==> src/design/slp_pkg.sv <==
// ----------------------------------------------------------------------------
// slp_pkg
// Shared types, codes and helpers for the script last-push parser.
// ----------------------------------------------------------------------------
package slp_pkg;

   localparam logic [15:0] MAX_SCRIPT_BYTES = 16'hFFFF;

   localparam logic [1:0] PH_OPCODE = 2'd0;
   localparam logic [1:0] PH_LENGTH = 2'd1;
   localparam logic [1:0] PH_DATA   = 2'd2;

   localparam logic [7:0] OP_MAX_DIRECT = 8'd75;
   localparam logic [7:0] OP_LEN1_PUSH  = 8'd76;
   localparam logic [7:0] OP_LEN2_PUSH  = 8'd77;
   localparam logic [7:0] OP_LEN4_PUSH  = 8'd78;

   localparam logic [1:0] KIND_LEN1 = 2'd0;
   localparam logic [1:0] KIND_LEN2 = 2'd1;

   localparam logic [2:0] STATUS_OK         = 3'd0;
   localparam logic [2:0] STATUS_EMPTY      = 3'd1;
   localparam logic [2:0] STATUS_TRUNC_LEN1 = 3'd2;
   localparam logic [2:0] STATUS_TRUNC_LEN2 = 3'd3;
   localparam logic [2:0] STATUS_TRUNC_LEN4 = 3'd4;
   localparam logic [2:0] STATUS_PAST_END   = 3'd5;
   localparam logic [2:0] STATUS_NOT_PUSH   = 3'd6;
   localparam logic [2:0] STATUS_TOO_LONG   = 3'd7;

   typedef struct packed {
      logic [7:0] script_byte;
      logic       last_byte;
      logic       empty_script;
   } req_type;

   typedef struct packed {
      logic [2:0]  status;
      logic [15:0] push_start;
      logic [15:0] push_length;
   } rsp_type;

   function automatic logic [2:0] kind_total(input logic [1:0] kind);
      logic [2:0] total;
      unique case (kind)
         KIND_LEN1: total = 3'd1;
         KIND_LEN2: total = 3'd2;
         default:   total = 3'd4;
      endcase
      return total;
   endfunction

endpackage

==> src/design/slp_in_stage.sv <==
// ----------------------------------------------------------------------------
// slp_in_stage
// Input register: holds one request until the parser takes it.
// ----------------------------------------------------------------------------
module slp_in_stage (
   input  logic             clock,
   input  logic             reset,
   input  logic             req_valid,
   output logic             req_ready,
   input  slp_pkg::req_type req_data,
   input  logic             take,
   output logic             held_valid,
   output slp_pkg::req_type held_data
);

   logic             valid_ff;
   logic             valid_in;
   slp_pkg::req_type data_ff;
   slp_pkg::req_type data_in;

   assign req_ready = !valid_ff || take;

   always_comb begin
      valid_in = valid_ff;
      data_in  = data_ff;
      if (req_ready) begin
         valid_in = req_valid;
         data_in  = req_data;
      end
   end

   always_ff @(posedge clock) begin
      if (reset) begin
         valid_ff <= 1'b0;
      end else begin
         valid_ff <= valid_in;
      end
   end

   always_ff @(posedge clock) begin
      data_ff <= data_in;
   end

   assign held_valid = valid_ff;
   assign held_data  = data_ff;

endmodule

==> src/design/slp_parse.sv <==
// ----------------------------------------------------------------------------
// slp_parse
// Per-byte opcode/length/data tracking and end-of-script verdict.
// ----------------------------------------------------------------------------
module slp_parse (
   input  logic             clock,
   input  logic             reset,
   input  logic             step,
   input  slp_pkg::req_type item,
   output logic             done,
   output slp_pkg::rsp_type result
);

   logic [1:0]  phase_ff, phase_in;
   logic [2:0]  length_bytes_left_ff, length_bytes_left_in;
   logic [1:0]  length_kind_ff, length_kind_in;
   logic [31:0] declared_length_ff, declared_length_in;
   logic [31:0] data_bytes_left_ff, data_bytes_left_in;
   logic [15:0] position_ff, position_in;
   logic        overflow_ff, overflow_in;
   logic [15:0] last_push_start_ff, last_push_start_in;
   logic [15:0] last_push_length_ff, last_push_length_in;
   logic        last_was_push_ff, last_was_push_in;

   logic [2:0]  done_cnt;
   logic [31:0] merged_length;
   logic [7:0]  b;

   assign b = item.script_byte;

   always_comb begin
      phase_in             = phase_ff;
      length_bytes_left_in = length_bytes_left_ff;
      length_kind_in       = length_kind_ff;
      declared_length_in   = declared_length_ff;
      data_bytes_left_in   = data_bytes_left_ff;
      position_in          = position_ff;
      overflow_in          = overflow_ff;
      last_push_start_in   = last_push_start_ff;
      last_push_length_in  = last_push_length_ff;
      last_was_push_in     = last_was_push_ff;
      done                 = 1'b0;
      result               = '0;
      done_cnt             = slp_pkg::kind_total(length_kind_ff) - length_bytes_left_ff;
      merged_length        = declared_length_ff
                             | ({24'd0, b} << {done_cnt[1:0], 3'b000});

      if (step && !item.empty_script && !overflow_ff) begin
         if (position_ff >= slp_pkg::MAX_SCRIPT_BYTES) begin
            overflow_in = 1'b1;
         end else begin
            position_in = position_ff + 16'd1;
            unique case (phase_ff)
               slp_pkg::PH_LENGTH: begin
                  declared_length_in   = merged_length;
                  length_bytes_left_in = length_bytes_left_ff - 3'd1;
                  if (length_bytes_left_in == 3'd0) begin
                     last_push_start_in  = position_in;
                     last_push_length_in = merged_length[15:0];
                     last_was_push_in    = 1'b1;
                     if (merged_length != 32'd0) begin
                        data_bytes_left_in = merged_length;
                        phase_in           = slp_pkg::PH_DATA;
                     end else begin
                        phase_in = slp_pkg::PH_OPCODE;
                     end
                  end
               end
               slp_pkg::PH_DATA: begin
                  data_bytes_left_in = data_bytes_left_ff - 32'd1;
                  if (data_bytes_left_in == 32'd0) begin
                     phase_in = slp_pkg::PH_OPCODE;
                  end
               end
               default: begin
                  phase_in = slp_pkg::PH_OPCODE;
                  if (b <= slp_pkg::OP_MAX_DIRECT) begin
                     declared_length_in  = {24'd0, b};
                     last_push_start_in  = position_in;
                     last_push_length_in = {8'd0, b};
                     last_was_push_in    = 1'b1;
                     if (b != 8'd0) begin
                        data_bytes_left_in = {24'd0, b};
                        phase_in           = slp_pkg::PH_DATA;
                     end
                  end else if (b >= slp_pkg::OP_LEN1_PUSH
                               && b <= slp_pkg::OP_LEN4_PUSH) begin
                     length_kind_in       = b[1:0];
                     length_bytes_left_in = slp_pkg::kind_total(b[1:0]);
                     declared_length_in   = 32'd0;
                     last_was_push_in     = 1'b0;
                     phase_in             = slp_pkg::PH_LENGTH;
                  end else begin
                     last_was_push_in    = 1'b0;
                     last_push_start_in  = 16'd0;
                     last_push_length_in = 16'd0;
                  end
               end
            endcase
         end
      end

      if (step && (item.empty_script || item.last_byte)) begin
         done = 1'b1;
         if (overflow_in) begin
            result.status = slp_pkg::STATUS_TOO_LONG;
         end else if (position_in == 16'd0) begin
            result.status = slp_pkg::STATUS_EMPTY;
         end else if (phase_in == slp_pkg::PH_LENGTH) begin
            if (length_kind_in == slp_pkg::KIND_LEN1) begin
               result.status = slp_pkg::STATUS_TRUNC_LEN1;
            end else if (length_kind_in == slp_pkg::KIND_LEN2) begin
               result.status = slp_pkg::STATUS_TRUNC_LEN2;
            end else begin
               result.status = slp_pkg::STATUS_TRUNC_LEN4;
            end
         end else if (phase_in == slp_pkg::PH_DATA && data_bytes_left_in != 32'd0) begin
            result.status = slp_pkg::STATUS_PAST_END;
         end else if (last_was_push_in) begin
            result.status      = slp_pkg::STATUS_OK;
            result.push_start  = last_push_start_in;
            result.push_length = last_push_length_in;
         end else begin
            result.status = slp_pkg::STATUS_NOT_PUSH;
         end
         phase_in             = slp_pkg::PH_OPCODE;
         length_bytes_left_in = 3'd0;
         length_kind_in       = 2'd0;
         declared_length_in   = 32'd0;
         data_bytes_left_in   = 32'd0;
         position_in          = 16'd0;
         overflow_in          = 1'b0;
         last_push_start_in   = 16'd0;
         last_push_length_in  = 16'd0;
         last_was_push_in     = 1'b0;
      end
   end

   always_ff @(posedge clock) begin
      if (reset) begin
         phase_ff             <= slp_pkg::PH_OPCODE;
         length_bytes_left_ff <= 3'd0;
         length_kind_ff       <= 2'd0;
         declared_length_ff   <= 32'd0;
         data_bytes_left_ff   <= 32'd0;
         position_ff          <= 16'd0;
         overflow_ff          <= 1'b0;
         last_push_start_ff   <= 16'd0;
         last_push_length_ff  <= 16'd0;
         last_was_push_ff     <= 1'b0;
      end else begin
         phase_ff             <= phase_in;
         length_bytes_left_ff <= length_bytes_left_in;
         length_kind_ff       <= length_kind_in;
         declared_length_ff   <= declared_length_in;
         data_bytes_left_ff   <= data_bytes_left_in;
         position_ff          <= position_in;
         overflow_ff          <= overflow_in;
         last_push_start_ff   <= last_push_start_in;
         last_push_length_ff  <= last_push_length_in;
         last_was_push_ff     <= last_was_push_in;
      end
   end

endmodule

==> src/design/script_last_push_parser.sv <==
// ----------------------------------------------------------------------------
// script_last_push_parser
// Streams a script one byte per request and reports the final push.
// ----------------------------------------------------------------------------
// Accepts one script byte per cycle unless a pending result stalls the input.
// A request is held in an input register and parsed once the parser takes it;
// its verdict, if it ends a script, lands in a result register, so a result
// appears in the cycle after the request that ends the script is taken.
// Throughput is one request per cycle while no result stall applies; a pending
// result that is not taken holds a request that ends a script in the input
// register, and requests behind it wait, only while rsp_ready is low.
module script_last_push_parser (
   input  logic        clock,
   input  logic        reset,
   input  logic        req_valid,
   output logic        req_ready,
   input  logic [7:0]  req_script_byte,
   input  logic        req_last_byte,
   input  logic        req_empty_script,
   output logic        rsp_valid,
   input  logic        rsp_ready,
   output logic [2:0]  rsp_status,
   output logic [15:0] rsp_push_start,
   output logic [15:0] rsp_push_length
);

   slp_pkg::req_type req_data;
   slp_pkg::req_type held_data;
   slp_pkg::rsp_type result;
   slp_pkg::rsp_type rsp_ff;
   slp_pkg::rsp_type rsp_in;
   logic             held_valid;
   logic             take;
   logic             done;
   logic             rsp_valid_ff;
   logic             rsp_valid_in;

   assign req_data.script_byte  = req_script_byte;
   assign req_data.last_byte    = req_last_byte;
   assign req_data.empty_script = req_empty_script;

   assign take = held_valid
                 && (!(held_data.last_byte || held_data.empty_script)
                     || !rsp_valid_ff || rsp_ready);

   slp_in_stage u_in_stage (
      .clock      (clock),
      .reset      (reset),
      .req_valid  (req_valid),
      .req_ready  (req_ready),
      .req_data   (req_data),
      .take       (take),
      .held_valid (held_valid),
      .held_data  (held_data)
   );

   slp_parse u_parse (
      .clock  (clock),
      .reset  (reset),
      .step   (take),
      .item   (held_data),
      .done   (done),
      .result (result)
   );

   always_comb begin
      rsp_valid_in = rsp_valid_ff;
      rsp_in       = rsp_ff;
      if (done) begin
         rsp_valid_in = 1'b1;
         rsp_in       = result;
      end else if (rsp_ready) begin
         rsp_valid_in = 1'b0;
      end
   end

   always_ff @(posedge clock) begin
      if (reset) begin
         rsp_valid_ff <= 1'b0;
      end else begin
         rsp_valid_ff <= rsp_valid_in;
      end
   end

   always_ff @(posedge clock) begin
      rsp_ff <= rsp_in;
   end

   assign rsp_valid       = rsp_valid_ff;
   assign rsp_status      = rsp_ff.status;
   assign rsp_push_start  = rsp_ff.push_start;
   assign rsp_push_length = rsp_ff.push_length;

endmodule

==> config.mk <==
export PLATFORM = sky130hd
export DESIGN_NAME = script_last_push_parser
export DESIGN_NICKNAME = d
export VERILOG_FILES = /design/src/design/slp_pkg.sv /design/src/design/slp_in_stage.sv /design/src/design/slp_parse.sv /design/src/design/script_last_push_parser.sv
export SDC_FILE = /design/constraint.sdc
export NUM_CORES = 1
export LEC_CHECK = 0
export BUFFER_PORTS_ARGS = -buffer_cell sky130_fd_sc_hd__buf_4
export CAP_MARGIN = 5
export CELL_PAD_IN_SITES_DETAIL_PLACEMENT = 0
export CELL_PAD_IN_SITES_GLOBAL_PLACEMENT = 1
export CORE_ASPECT_RATIO = 1.2
export CORE_MARGIN = 1.5
export CORE_UTILIZATION = 39
export DETAILED_ROUTE_END_ITERATION = 10
export PLACE_DENSITY_LB_ADDON = 0.1
export SLEW_MARGIN = 20
export SYNTH_ARGS = -nofsm -noshare
export SYNTH_HDL_FRONTEND = slang
export SYNTH_SLANG_ARGS = --single-unit
==> constraint.sdc <==
create_clock -name clock -period 3.9 [get_ports clock]
set_input_delay 0.39 -clock clock [delete_from_list [all_inputs] [get_ports clock]]
set_output_delay 0.39 -clock clock [all_outputs]
set_load 0.01 [all_outputs]
* After elaboration in Yosys (flattened, before gate mapping) *
Index checks and enable logic that the tools add are counted.

storage, ports and cells
  bits in registers = 168
  output and inout port bits = 37
  word-level logic and storage cells = 132

operators by class
  add/subtract/negate cells = 4
  order comparisons = 4
  equality and inequality tests = 8
  shift operators = 1
  mux-type cells = 60
  bitwise logic cells = 5
  reduce and logical (&&, ||, !) cells = 32

operator list
  kind                                                  count
  2-to-1 mux 32 bit                                     8
  2-to-1 mux 16 bit                                     12
  case mux 32 bit (2 select lines)                      2
  case mux 16 bit (2 select lines)                      2
  nonzero test 32 bit                                   2
  zero test 32 bit                                      1
  bitwise OR 32 bit                                     1
  left shift 8 x 5 -> 32 bit                            1
  subtractor 32 x 1 -> 32 bit (second input constant)   1
  2-to-1 mux 3 bit                                      9
  2-to-1 mux 2 bit                                      12
  adder 16 x 1 -> 16 bit (second input constant)        1
  >= comparator 16 bit (second input constant)          1
  <= comparator 8 x 7 -> 1 bit (second input constant)  2
  zero test 16 bit                                      1
  case mux 3 bit (2 select lines)                       2
  equality test 2 x 1 -> 1 bit (second input constant)  5
  2-to-1 mux 1 bit                                      10
  >= comparator 8 x 7 -> 1 bit (second input constant)  1
  case mux 2 bit (2 select lines)                       2
  nonzero test 8 bit                                    1
  logical AND 1 bit                                     6
  zero test 2 bit                                       3
  OR reduction 6 bit                                    1
  14 further kinds                                      27

* Logic depth before layout (Yosys ltp) *
Gate-level depths: netlist of run 1.

  depth after elaboration = 17
  gate-level depth with buffers = 16
  gate-level depth less buffers = 13

* Hierarchy *
A second synthesis of run 1 with hierarchy kept.

second synthesis, totals
  cell total of the unflattened synthesis = 1085
  area total of the unflattened synthesis = 9261.4 um2

by module, submodules not included
  module                   instances  cells an instance  area each (um2)  sequential area each (um2)
  slp_parse                1          1030               7810.0           2422.3
  script_last_push_parser  1          41                 1104.8           1071.0
  slp_in_stage             1          14                 346.6            320.3

* Least setup slack after synthesis of run 1 *
OpenSTA, ideal clock, no wires.

  path type = reg2reg
  from = register u_parse.length_kind_ff[1]
  to = register rsp_ff (netlist bit rsp_status[0]) (data pin)
  library setup time = 0.264 ns
  arrival = 3.637 ns
  required time = 3.636 ns
  setup slack = 0.000 ns
  stages on the path, launching flop included = 14
  buffers on the path = 0
  clock period less this slack = 3.900 ns
  cell sequence = dfxtp_1 > or2_2 > ha_1 > xnor2_2 > xnor2_2 > mux2_2 > and3_4 > a31oi_4 > nor2_1 > a41o_1 > or4_4 > nor4_4 > a21oi_2 > o41a_1

on the way
  cells in the longest elaborated chain, start to end = 17

RTL lines
  item                                                                                 RTL line                       source
  start: declaration                                                                   slp_parse.sv:16                logic [1:0] length_kind_ff, length_kind_in;
  start signal: assignment                                                             slp_parse.sv:154               length_kind_ff <= length_kind_in;
  equality test 2 x 1 -> 1 bit or zero test 2 bit (tied branches)                      slp_pkg.sv:44                  unique case (kind)
  case mux 2 bit (2 select lines)                                                      slp_pkg.sv:44
  subtractor 2 bit                                                                     slp_parse.sv:44                done_cnt = slp_pkg::kind_total(length_kind_ff) - length_bytes_left_ff;
  left shift 8 x 5 -> 32 bit                                                           slp_parse.sv:46                | ({24'd0, b} << {done_cnt[1:0], 3'b000});
  bitwise OR 32 bit                                                                    slp_parse.sv:46
  nonzero test 32 bit                                                                  slp_parse.sv:61                if (merged_length != 32'd0) begin
  2-to-1 mux 32 bit or 2-to-1 mux 2 bit (tied branches)                                slp_parse.sv:61
  2-to-1 mux 32 bit or 2-to-1 mux 2 bit (tied branches)                                slp_parse.sv:57                if (length_bytes_left_in == 3'd0) begin
  case mux 32 bit (2 select lines) or case mux 2 bit (2 select lines) (tied branches)  slp_parse.sv:53                unique case (phase_ff)
  2-to-1 mux 32 bit or 2-to-1 mux 2 bit (tied branches)                                slp_parse.sv:49                if (position_ff >= slp_pkg::MAX_SCRIPT_BYTES) begin
  2-to-1 mux 32 bit or 2-to-1 mux 2 bit (tied branches)                                slp_parse.sv:48                if (step && !item.empty_script && !overflow_ff) begin
  nonzero test 32 bit or equality test 2 bit (tied branches)                           slp_parse.sv:117               end else if (phase_in == slp_pkg::PH_DATA && data_bytes_left_in != 32'd0) begin
  logical AND 1 bit                                                                    slp_parse.sv:117
  2-to-1 mux 3 bit                                                                     slp_parse.sv:117
  2-to-1 mux 3 bit *                                                                   slp_parse.sv:109               end else if (phase_in == slp_pkg::PH_LENGTH) begin
  2-to-1 mux 3 bit *                                                                   slp_parse.sv:107               end else if (position_in == 16'd0) begin
  2-to-1 mux 3 bit *                                                                   slp_parse.sv:105               if (overflow_in) begin
  end signal: assignment                                                               script_last_push_parser.sv:86  rsp_ff <= rsp_in;
  end: declaration                                                                     script_last_push_parser.sv:30  slp_pkg::rsp_type rsp_ff;

Mark *: on every way between the ends. The rest lies on a longest branch, timed or not.
A chain may end at the register's enable or synchronous reset.

* Final worst setup path of run 1 *
Ends and elaborated chain as after synthesis.

==> results of run 1 <==
[worst max path at each step]
| stage | endpoint | slack [ps] | startpoint |
|---|---|---|---|
| after CTS | rsp_status[0]$_SDFFCE_PN0P_ | -40 | u_parse.length_kind_ff[1]$_SDFF_PP0_ |
| final | rsp_status[0]$_SDFFCE_PN0P_ | -50 | u_parse.length_kind_ff[1]$_SDFF_PP0_ |
| after detailed placement | rsp_status[0]$_SDFFCE_PN0P_ | -460 | u_parse.length_kind_ff[1]$_SDFF_PP0_ |
| after floorplan | rsp_status[0]$_SDFFCE_PN0P_ | 30 | u_parse.length_kind_ff[1]$_SDFF_PP0_ |
| after global placement | rsp_status[0]$_SDFFCE_PN0P_ | -330 | u_parse.length_kind_ff[1]$_SDFF_PP0_ |
| after global routing | rsp_status[0]$_SDFFCE_PN0P_ | -190 | u_parse.length_kind_ff[1]$_SDFF_PP0_ |
[cells in the final DEF, fill, tap and decap left out, drive strengths merged, types with 10 or more instances in the layout]
master,Yosys,final
buf,34,307
nor2,217,217
a21oi,133,133
dfxtp,123,123
nand2,84,84
or4,46,46
edfxtp,45,45
o21ai,41,41
nand3,38,38
nor3,34,34
a22oi,28,28
nor4,28,28
a211oi,25,25
inv,13,19
clkbuf,68,18
xnor2,18,18
a31oi,17,17
xor2,16,16
nor2b,16,16
and3,16,16
nand4,13,13
nand2b,12,12
a21o,10,10
[routing by layer]
layer,vias to the layer above,part of all wire,wire length (um)
met5,-,0,0
met3,78,0.057,2110
li1,4947,-,-
met4,0,0.032,1170
met1,4984,0.45,16400
met2,415,0.47,17100
[stage by stage]
| step | worst slack (ps) | instances | power (mW) | instance area (um^2) |
|---|---|---|---|---|
| floorplan | 27.0 | 1219 | 2.13 | 9860 |
| global placement | -328 | 1736 | 2.35 | 12100 |
| detailed placement | -461 | 1736 | 2.35 | 12100 |
| CTS | -42.5 | 1774 | 3.98 | 12800 |
| global route | -186 | 1782 | 4.11 | 13000 |
| finish | -46.3 | 1782 | 3.98 | 13000 |
[where the power goes]
| group | leakage, nW | internal, mW | switching [mW] | total, mW |
|---|---|---|---|---|
| Clock | 0.266 | 0.831 | 0.797 | 1.63 |
| Sequential | 1.46 | 1.81 | 0.0138 | 1.82 |
| Combinational | 3.56 | 0.208 | 0.317 | 0.524 |
| Total | 5.28 | 2.85 | 1.13 | 3.98 |
[layout make-up]
cell class / instances / share of cell area
multi-input cells: 936 / 0.445
repair buffers: 307 / 0.184
well taps: 325 / 0.0313
flip-flops and latches: 168 / 0.294
clock buffers: 18 / 0.0330
clock inverters: 14 / 0.00886
inverters: 14 / 0.00405
[state kept, by name (all words and copies together), names as in the netlist]
name                          flops
u_parse.position_ff              16
u_in_stage.held_data             10
u_parse.last_was_push_ff          1
u_parse.overflow_ff               1
u_parse.data_bytes_left_ff       32
u_parse.length_bytes_left_ff      3
u_in_stage.held_valid             1
u_parse.last_push_length_ff      16
rsp_status                        3
u_parse.last_push_start_ff       16
u_parse.length_kind_ff            2
rsp_valid                         1
u_parse.declared_length_ff       32
rsp_push_length                  16
u_parse.phase_ff                  2
rsp_push_start                   16
[kinds of logic (layout without fill, tap and decap cells)]
| group | after synthesis | after routing | synth area share |
|---|---|---|---|
| xor+xnor | 34 | 34 | 0.0317 |
| simple gates | 540 | 541 | 0.280 |
| flops | 168 | 168 | 0.387 |
| compound gates | 343 | 343 | 0.228 |
| buf+inv | 116 | 353 | 0.0518 |
| mux | 10 | 10 | 0.0105 |
| fa+ha+maj | 8 | 8 | 0.0102 |
[worst max-delay path: stages (launching register included)]
cell and delay [ps]:
dfxtp_2 320, or2_4 250, ha_4 170, xnor2_4 140, buf_6 130, xnor2_4 250, mux2_4 340, nand3_2 100
nor3_4 60, buf_12 140, buf_6 140, and3_4 170, a2111oi_4 300, nand4_1 280, nor4_4 330, buf_4 180
a21oi_4 80, o41a_1 310
[repair_timing]
action,4_1_cts,5_1_grt
cloned,0,1
pin swaps,15,11
hold buffers,0,0
buffers inserted,6,7
hold endpoints to repair,0,0
resized for setup,28,20
endpoints found under the setup margin,35,35
==> results.toml, run 1 <==
[critical_path]
regToRegStartpoint = "u_parse.length_kind_ff[1]$_SDFF_PP0_"
rrSetupSlack_ps = -50
crit_type = "flop to flop"
path_max_fanout = 10
critPathRequiredTime_ps = 4090
start_kind = "flop"
r2r-end = "rsp_status[0]$_SDFFCE_PN0P_"
end_kind = "flop"
critPathArrivalTime_ps = 4140
rr_worst_depth = 17

[min_path]
whs_endpoint = "rsp_valid$_SDFFE_PP0P_"
min_path_cells = 2
hold_start = "reset"
hp-class = "primary input to flop"

[sta]
fmax_mhz = 253
final.setup.worst_slack_ps = -46.3
min_period_over_period = 1.01
max_slew_margin = 0.337
rsz0062_at_grt = "yes"
fin_crit_ps = 3950
drv_slew = 0
whs_ps = 113
hold_violations = 0
skew_ps = 11.8
tightest_slew_ps = 994
setup_viol = 19
setup-tns-final_ps = -171

[yosys]
syn_avg_cell_area_um2 = 8.09
ys.flop_type = "dfxtp_1"
synth_top_area_frac = 0.250
synth.top_cells.by_area = "dfxtp_1, edfxtp_1, nor2_1, a21oi_1, or4_1"
syn_nets = 1241
yosysUniqueCellTypes = 93
synth_edf_count = 45
synth_most_common_cell = "nor2_1"
syn_area_mm2 = 0.00986
postSynth.asyncResetShare = 0
synth_largest_area_cell = "dfxtp_1"
ys_warn_count = 0
synth_seq_cells = 168
yosysSeqAreaShare = 0.387
ys_top_cells_by_count = "nor2_1, a21oi_1, dfxtp_1"
netlist_instances = 1219

[finish]
multiInputGateArea_mm2 = 0.00578
syn_to_final_growth_pct = 31.8
layout.nets = 1466
seq_area_mm2 = 0.00381
final_util = 0.525
antennaDiodeCount = 0
nFillCells = 2415
drive_gt1_frac = 0.277

[detailed_routing]
wl_per_cell_um = 20.6
via_per_inst = 5.85
drt-total-wl_um = 36800
first_iter_violations = 826
drc = 0
first_pass_iters = 5
ant_nets = 0
vias = 10424

[floorplanning]
ioPinCount = 51
coreArea_mm2 = 0.0248
die_h_um = 177
rows = 63
dieArea_mm2 = 0.0262
initial_core_util = 0.398
die_w_um = 148

[global_route]
gr-usage-all-layers = 0.283
grt_util_met3 = 0.0433
grtUsageMet1 = 0.378
grt_max_degree = 76
globalRouteOverflowTotal = 0
met2_usage = 0.462
grt_pass1_vias = 9761
grt.busiest_layer = "met2"
antenna_found_initial = 0
grt_first_pass_wirelength_um = 56800

[clock_tree]
clkTransAtPathRegs_ps = 70
numCtsBuffers = 17
cts.sinks = 168
cts_tree = "yes"
root_buffer = "clkbuf_16"
htree_num_levels = 4
clock_latency_ps = 450
clock_path_buffers = 2

[pwr]
p_leak_nw = 5.28
peakVddDrop_mv = 0.297
power_density_mw_per_mm2 = 306

[run_status]
status = "complete, but fails checks"
failed_checks = "negative setup slack"

[placed_design]
hpwlAfterDp_um = 28000
place.gp.congestion = 0.923
port_buffers = 50

[run]
drv_cap = 0
Power figures use the tool's default switching activity.
==> inputs of run 2 (changes only) <==
--- a/config.mk
+++ b/config.mk
@@ -11,7 +11,7 @@
 export CELL_PAD_IN_SITES_GLOBAL_PLACEMENT = 1
 export CORE_ASPECT_RATIO = 1.2
 export CORE_MARGIN = 1.5
-export CORE_UTILIZATION = 39
+export CORE_UTILIZATION = 42
 export DETAILED_ROUTE_END_ITERATION = 10
 export PLACE_DENSITY_LB_ADDON = 0.1
 export SLEW_MARGIN = 20
==> run 2 against run 1 <==
  * The run still ends with negative setup slack left
  * Clock power grew 7%
  * Die area shrank 7.0%
  * Sequential share of layout area fell by 1.2 points
  * First-iteration DRC count down 2.9%
  * Wire length decreased by 1.4%
  * Setup slack lost 66 ps
  * Fmax decreased by 1.6%
  * Via count is 0.33% lower
  * Combinational power up 6.3%
  * Critical path type unchanged
  * Largest power group unchanged
  * Highest routed layer unchanged
==> results.toml, run 2 (synthesis gave the netlist of run 1 again) <==
[run_status]
status = "complete, but fails checks"
failed_checks = "negative setup slack"

[global_route]
grtUsageMet1 = 0.392
gr-usage-all-layers = 0.298
grt_first_pass_wirelength_um = 54700
antenna_found_initial = 0
grt_util_met3 = 0.0521
grt_max_degree = 64
grt_pass1_vias = 9462
globalRouteOverflowTotal = 0
grt.busiest_layer = "met2"
met2_usage = 0.478

[floorplanning]
initial_core_util = 0.426
ioPinCount = 51
dieArea_mm2 = 0.0244
die_h_um = 171
coreArea_mm2 = 0.0231
die_w_um = 143
rows = 61

[finish]
final_common_cell = "buf_4"
syn_to_final_growth_pct = 37.4
largestRegisters = "u_parse.data_bytes_left_ff: 32 flops, u_parse.declared_length_ff: 32 flops"
final_cell_mix = "buf_4, nor2_1, a21oi_1, dfxtp_1, nand2_1"
final_util = 0.586
multiInputGateArea_mm2 = 0.00611
seq_area_mm2 = 0.00381
finalNonFillerCells = 1785
antennaDiodeCount = 0
nFillCells = 2153
layout.nets = 1479
drive_gt1_frac = 0.312

[critical_path]
cpMaxStageDelayCell = "or4_4"
crit_top_cell = "buf_6"
critical_path_depth = 17
path_max_fanout = 4
critPathArrivalTime_ps = 4200
critPathBufInv = 4
rrSetupSlack_ps = -110
start_kind = "flop"
critPathRequiredTime_ps = 4090
r2r-end = "rsp_status[0]$_SDFFCE_PN0P_"
rr_worst_depth = 17
regToRegStartpoint = "u_parse.length_kind_ff[1]$_SDFF_PP0_"
path_cells = "or2_4, ha_4, xnor2_4, buf_6, xnor2_4, buf_6, mux2_4, nand3_4, buf_6, o31ai_4, buf_6, a21oi_2, o211ai_1, or4_4, nor4_4, a21oi_4, o41a_1"
worst_path_largest_cell_delay_ps = 560
crit_type = "flop to flop"
critPathTopFamily = "simple AND/OR/NAND/NOR gates"
end_kind = "flop"

[detailed_routing]
first_pass_iters = 5
drc = 0
via_per_inst = 5.82
drt-total-wl_um = 36300
first_iter_violations = 802
ant_nets = 0
vias = 10390
wl_per_cell_um = 20.3

[clock_tree]
clock_path_buffers = 2
numCtsBuffers = 17
postCtsHoldBufs = 0
clock_latency_ps = 450
clkTransAtPathRegs_ps = 70
cts.sinks = 168
cts_tree = "yes"
root_buffer = "clkbuf_16"
htree_num_levels = 4

[sta]
setup_viol = 33
hold_violations = 0
max_slew_margin = 0.450
drv_slew = 0
fin_crit_ps = 4010
rsz0062_at_grt = "yes"
final.setup.worst_slack_ps = -112
skew_ps = 10.3
min_period_over_period = 1.03
tightest_slew_ps = 824
fmax_mhz = 249

[min_path]
hold_start = "req_script_byte[2]"
whs_endpoint = "u_in_stage.held_data[4]$_DFFE_PP_"
min_path_cells = 1
hp-class = "primary input to flop"

[placed_design]
place.gp.congestion = 0.963
hpwlAfterDp_um = 27200
port_buffers = 50
dp.cells = 1729
dpl_worst_slack_ps = -795

[pwr]
p_leak_nw = 5.36
power_density_mw_per_mm2 = 305
peakVddDrop_mv = 0.278

[run]
drv_cap = 0
-- run 2: changes by cell type in the layout (fill, tap and decap cells not counted), sizes merged --
cell      delta
bufinv       +1
nor3         +1
buf         +10
clkinvlp     +1
clkbuf       +1
clkinv       -2
inv          +1
-- run 2: worst max-delay path by stage --
stage	slack (ps)	from	end
6_report	-110	u_parse.length_kind_ff[1]$_SDFF_PP0_	rsp_status[0]$_SDFFCE_PN0P_
5_1_grt	-250	u_parse.length_kind_ff[1]$_SDFF_PP0_	rsp_status[0]$_SDFFCE_PN0P_
4_1_cts	-70	u_parse.length_kind_ff[1]$_SDFF_PP0_	rsp_status[0]$_SDFFCE_PN0P_
3_5_place_dp	-800	u_parse.length_kind_ff[1]$_SDFF_PP0_	rsp_status[0]$_SDFFCE_PN0P_
3_3_place_gp	-730	u_parse.length_kind_ff[1]$_SDFF_PP0_	rsp_status[0]$_SDFFCE_PN0P_
2_1_floorplan	30	u_parse.length_kind_ff[1]$_SDFF_PP0_	rsp_status[0]$_SDFFCE_PN0P_
-- run 2: final cells by class --
class | instances | share of cell area
clock buffers | 17 | 0.0314
clock inverters | 15 | 0.0135
inverters | 14 | 0.00388
multi-input cells | 937 | 0.451
flip-flops and latches | 168 | 0.282
well taps | 315 | 0.0291
repair buffers | 319 | 0.190
-- run 2: what timing repair did --
action / 4_1_cts / 5_1_grt
endpoints found under the setup margin: 35 / 35
cloned: 1 / 4
resized for setup: 44 / 83
setup buffers: 10 / 11
endpoints found under the hold margin: 0 / 0
pin swaps: 14 / 48
-- run 2: through the flow --
stage	setup TNS, ps	cell area (um^2)	hold WS, ps	power, mW
2_1_floorplan	0	9860	437	2.13
3_3_place_gp	-21270	12100	454	2.34
3_5_place_dp	-23440	12100	463	2.35
4_1_cts	-734	13000	105	4.12
5_1_grt	-6820	13500	97.2	4.27
6_report	-1980	13500	120	4.14
-- run 2: worst reg2reg max path: cells and delay by family (launching register included) --
kind                       cells  cell delay (ps)
and+or+nand+nor                4             1320
AOI/OAI and AO/OA              5              730
buffers and inverters          4              560
xor gates and xnor gates       2              350
DFF                            1              320
muxes                          1              310
adders and majority gates      1              180
-- run 2: power by group --
group	leakage [nW]	internal (mW)	switching, mW
Combinational	3.61	0.224	0.332
Sequential	1.46	1.81	0.0159
Clock	0.291	0.920	0.833
Total	5.36	2.95	1.18
-- run 2: layer usage --
metal / up-vias / routed length, um
met5: - / 0
met4: 0 / 1160
met3: 69 / 2440
met2: 399 / 17000
met1: 4948 / 15600
li1: 4974 / -
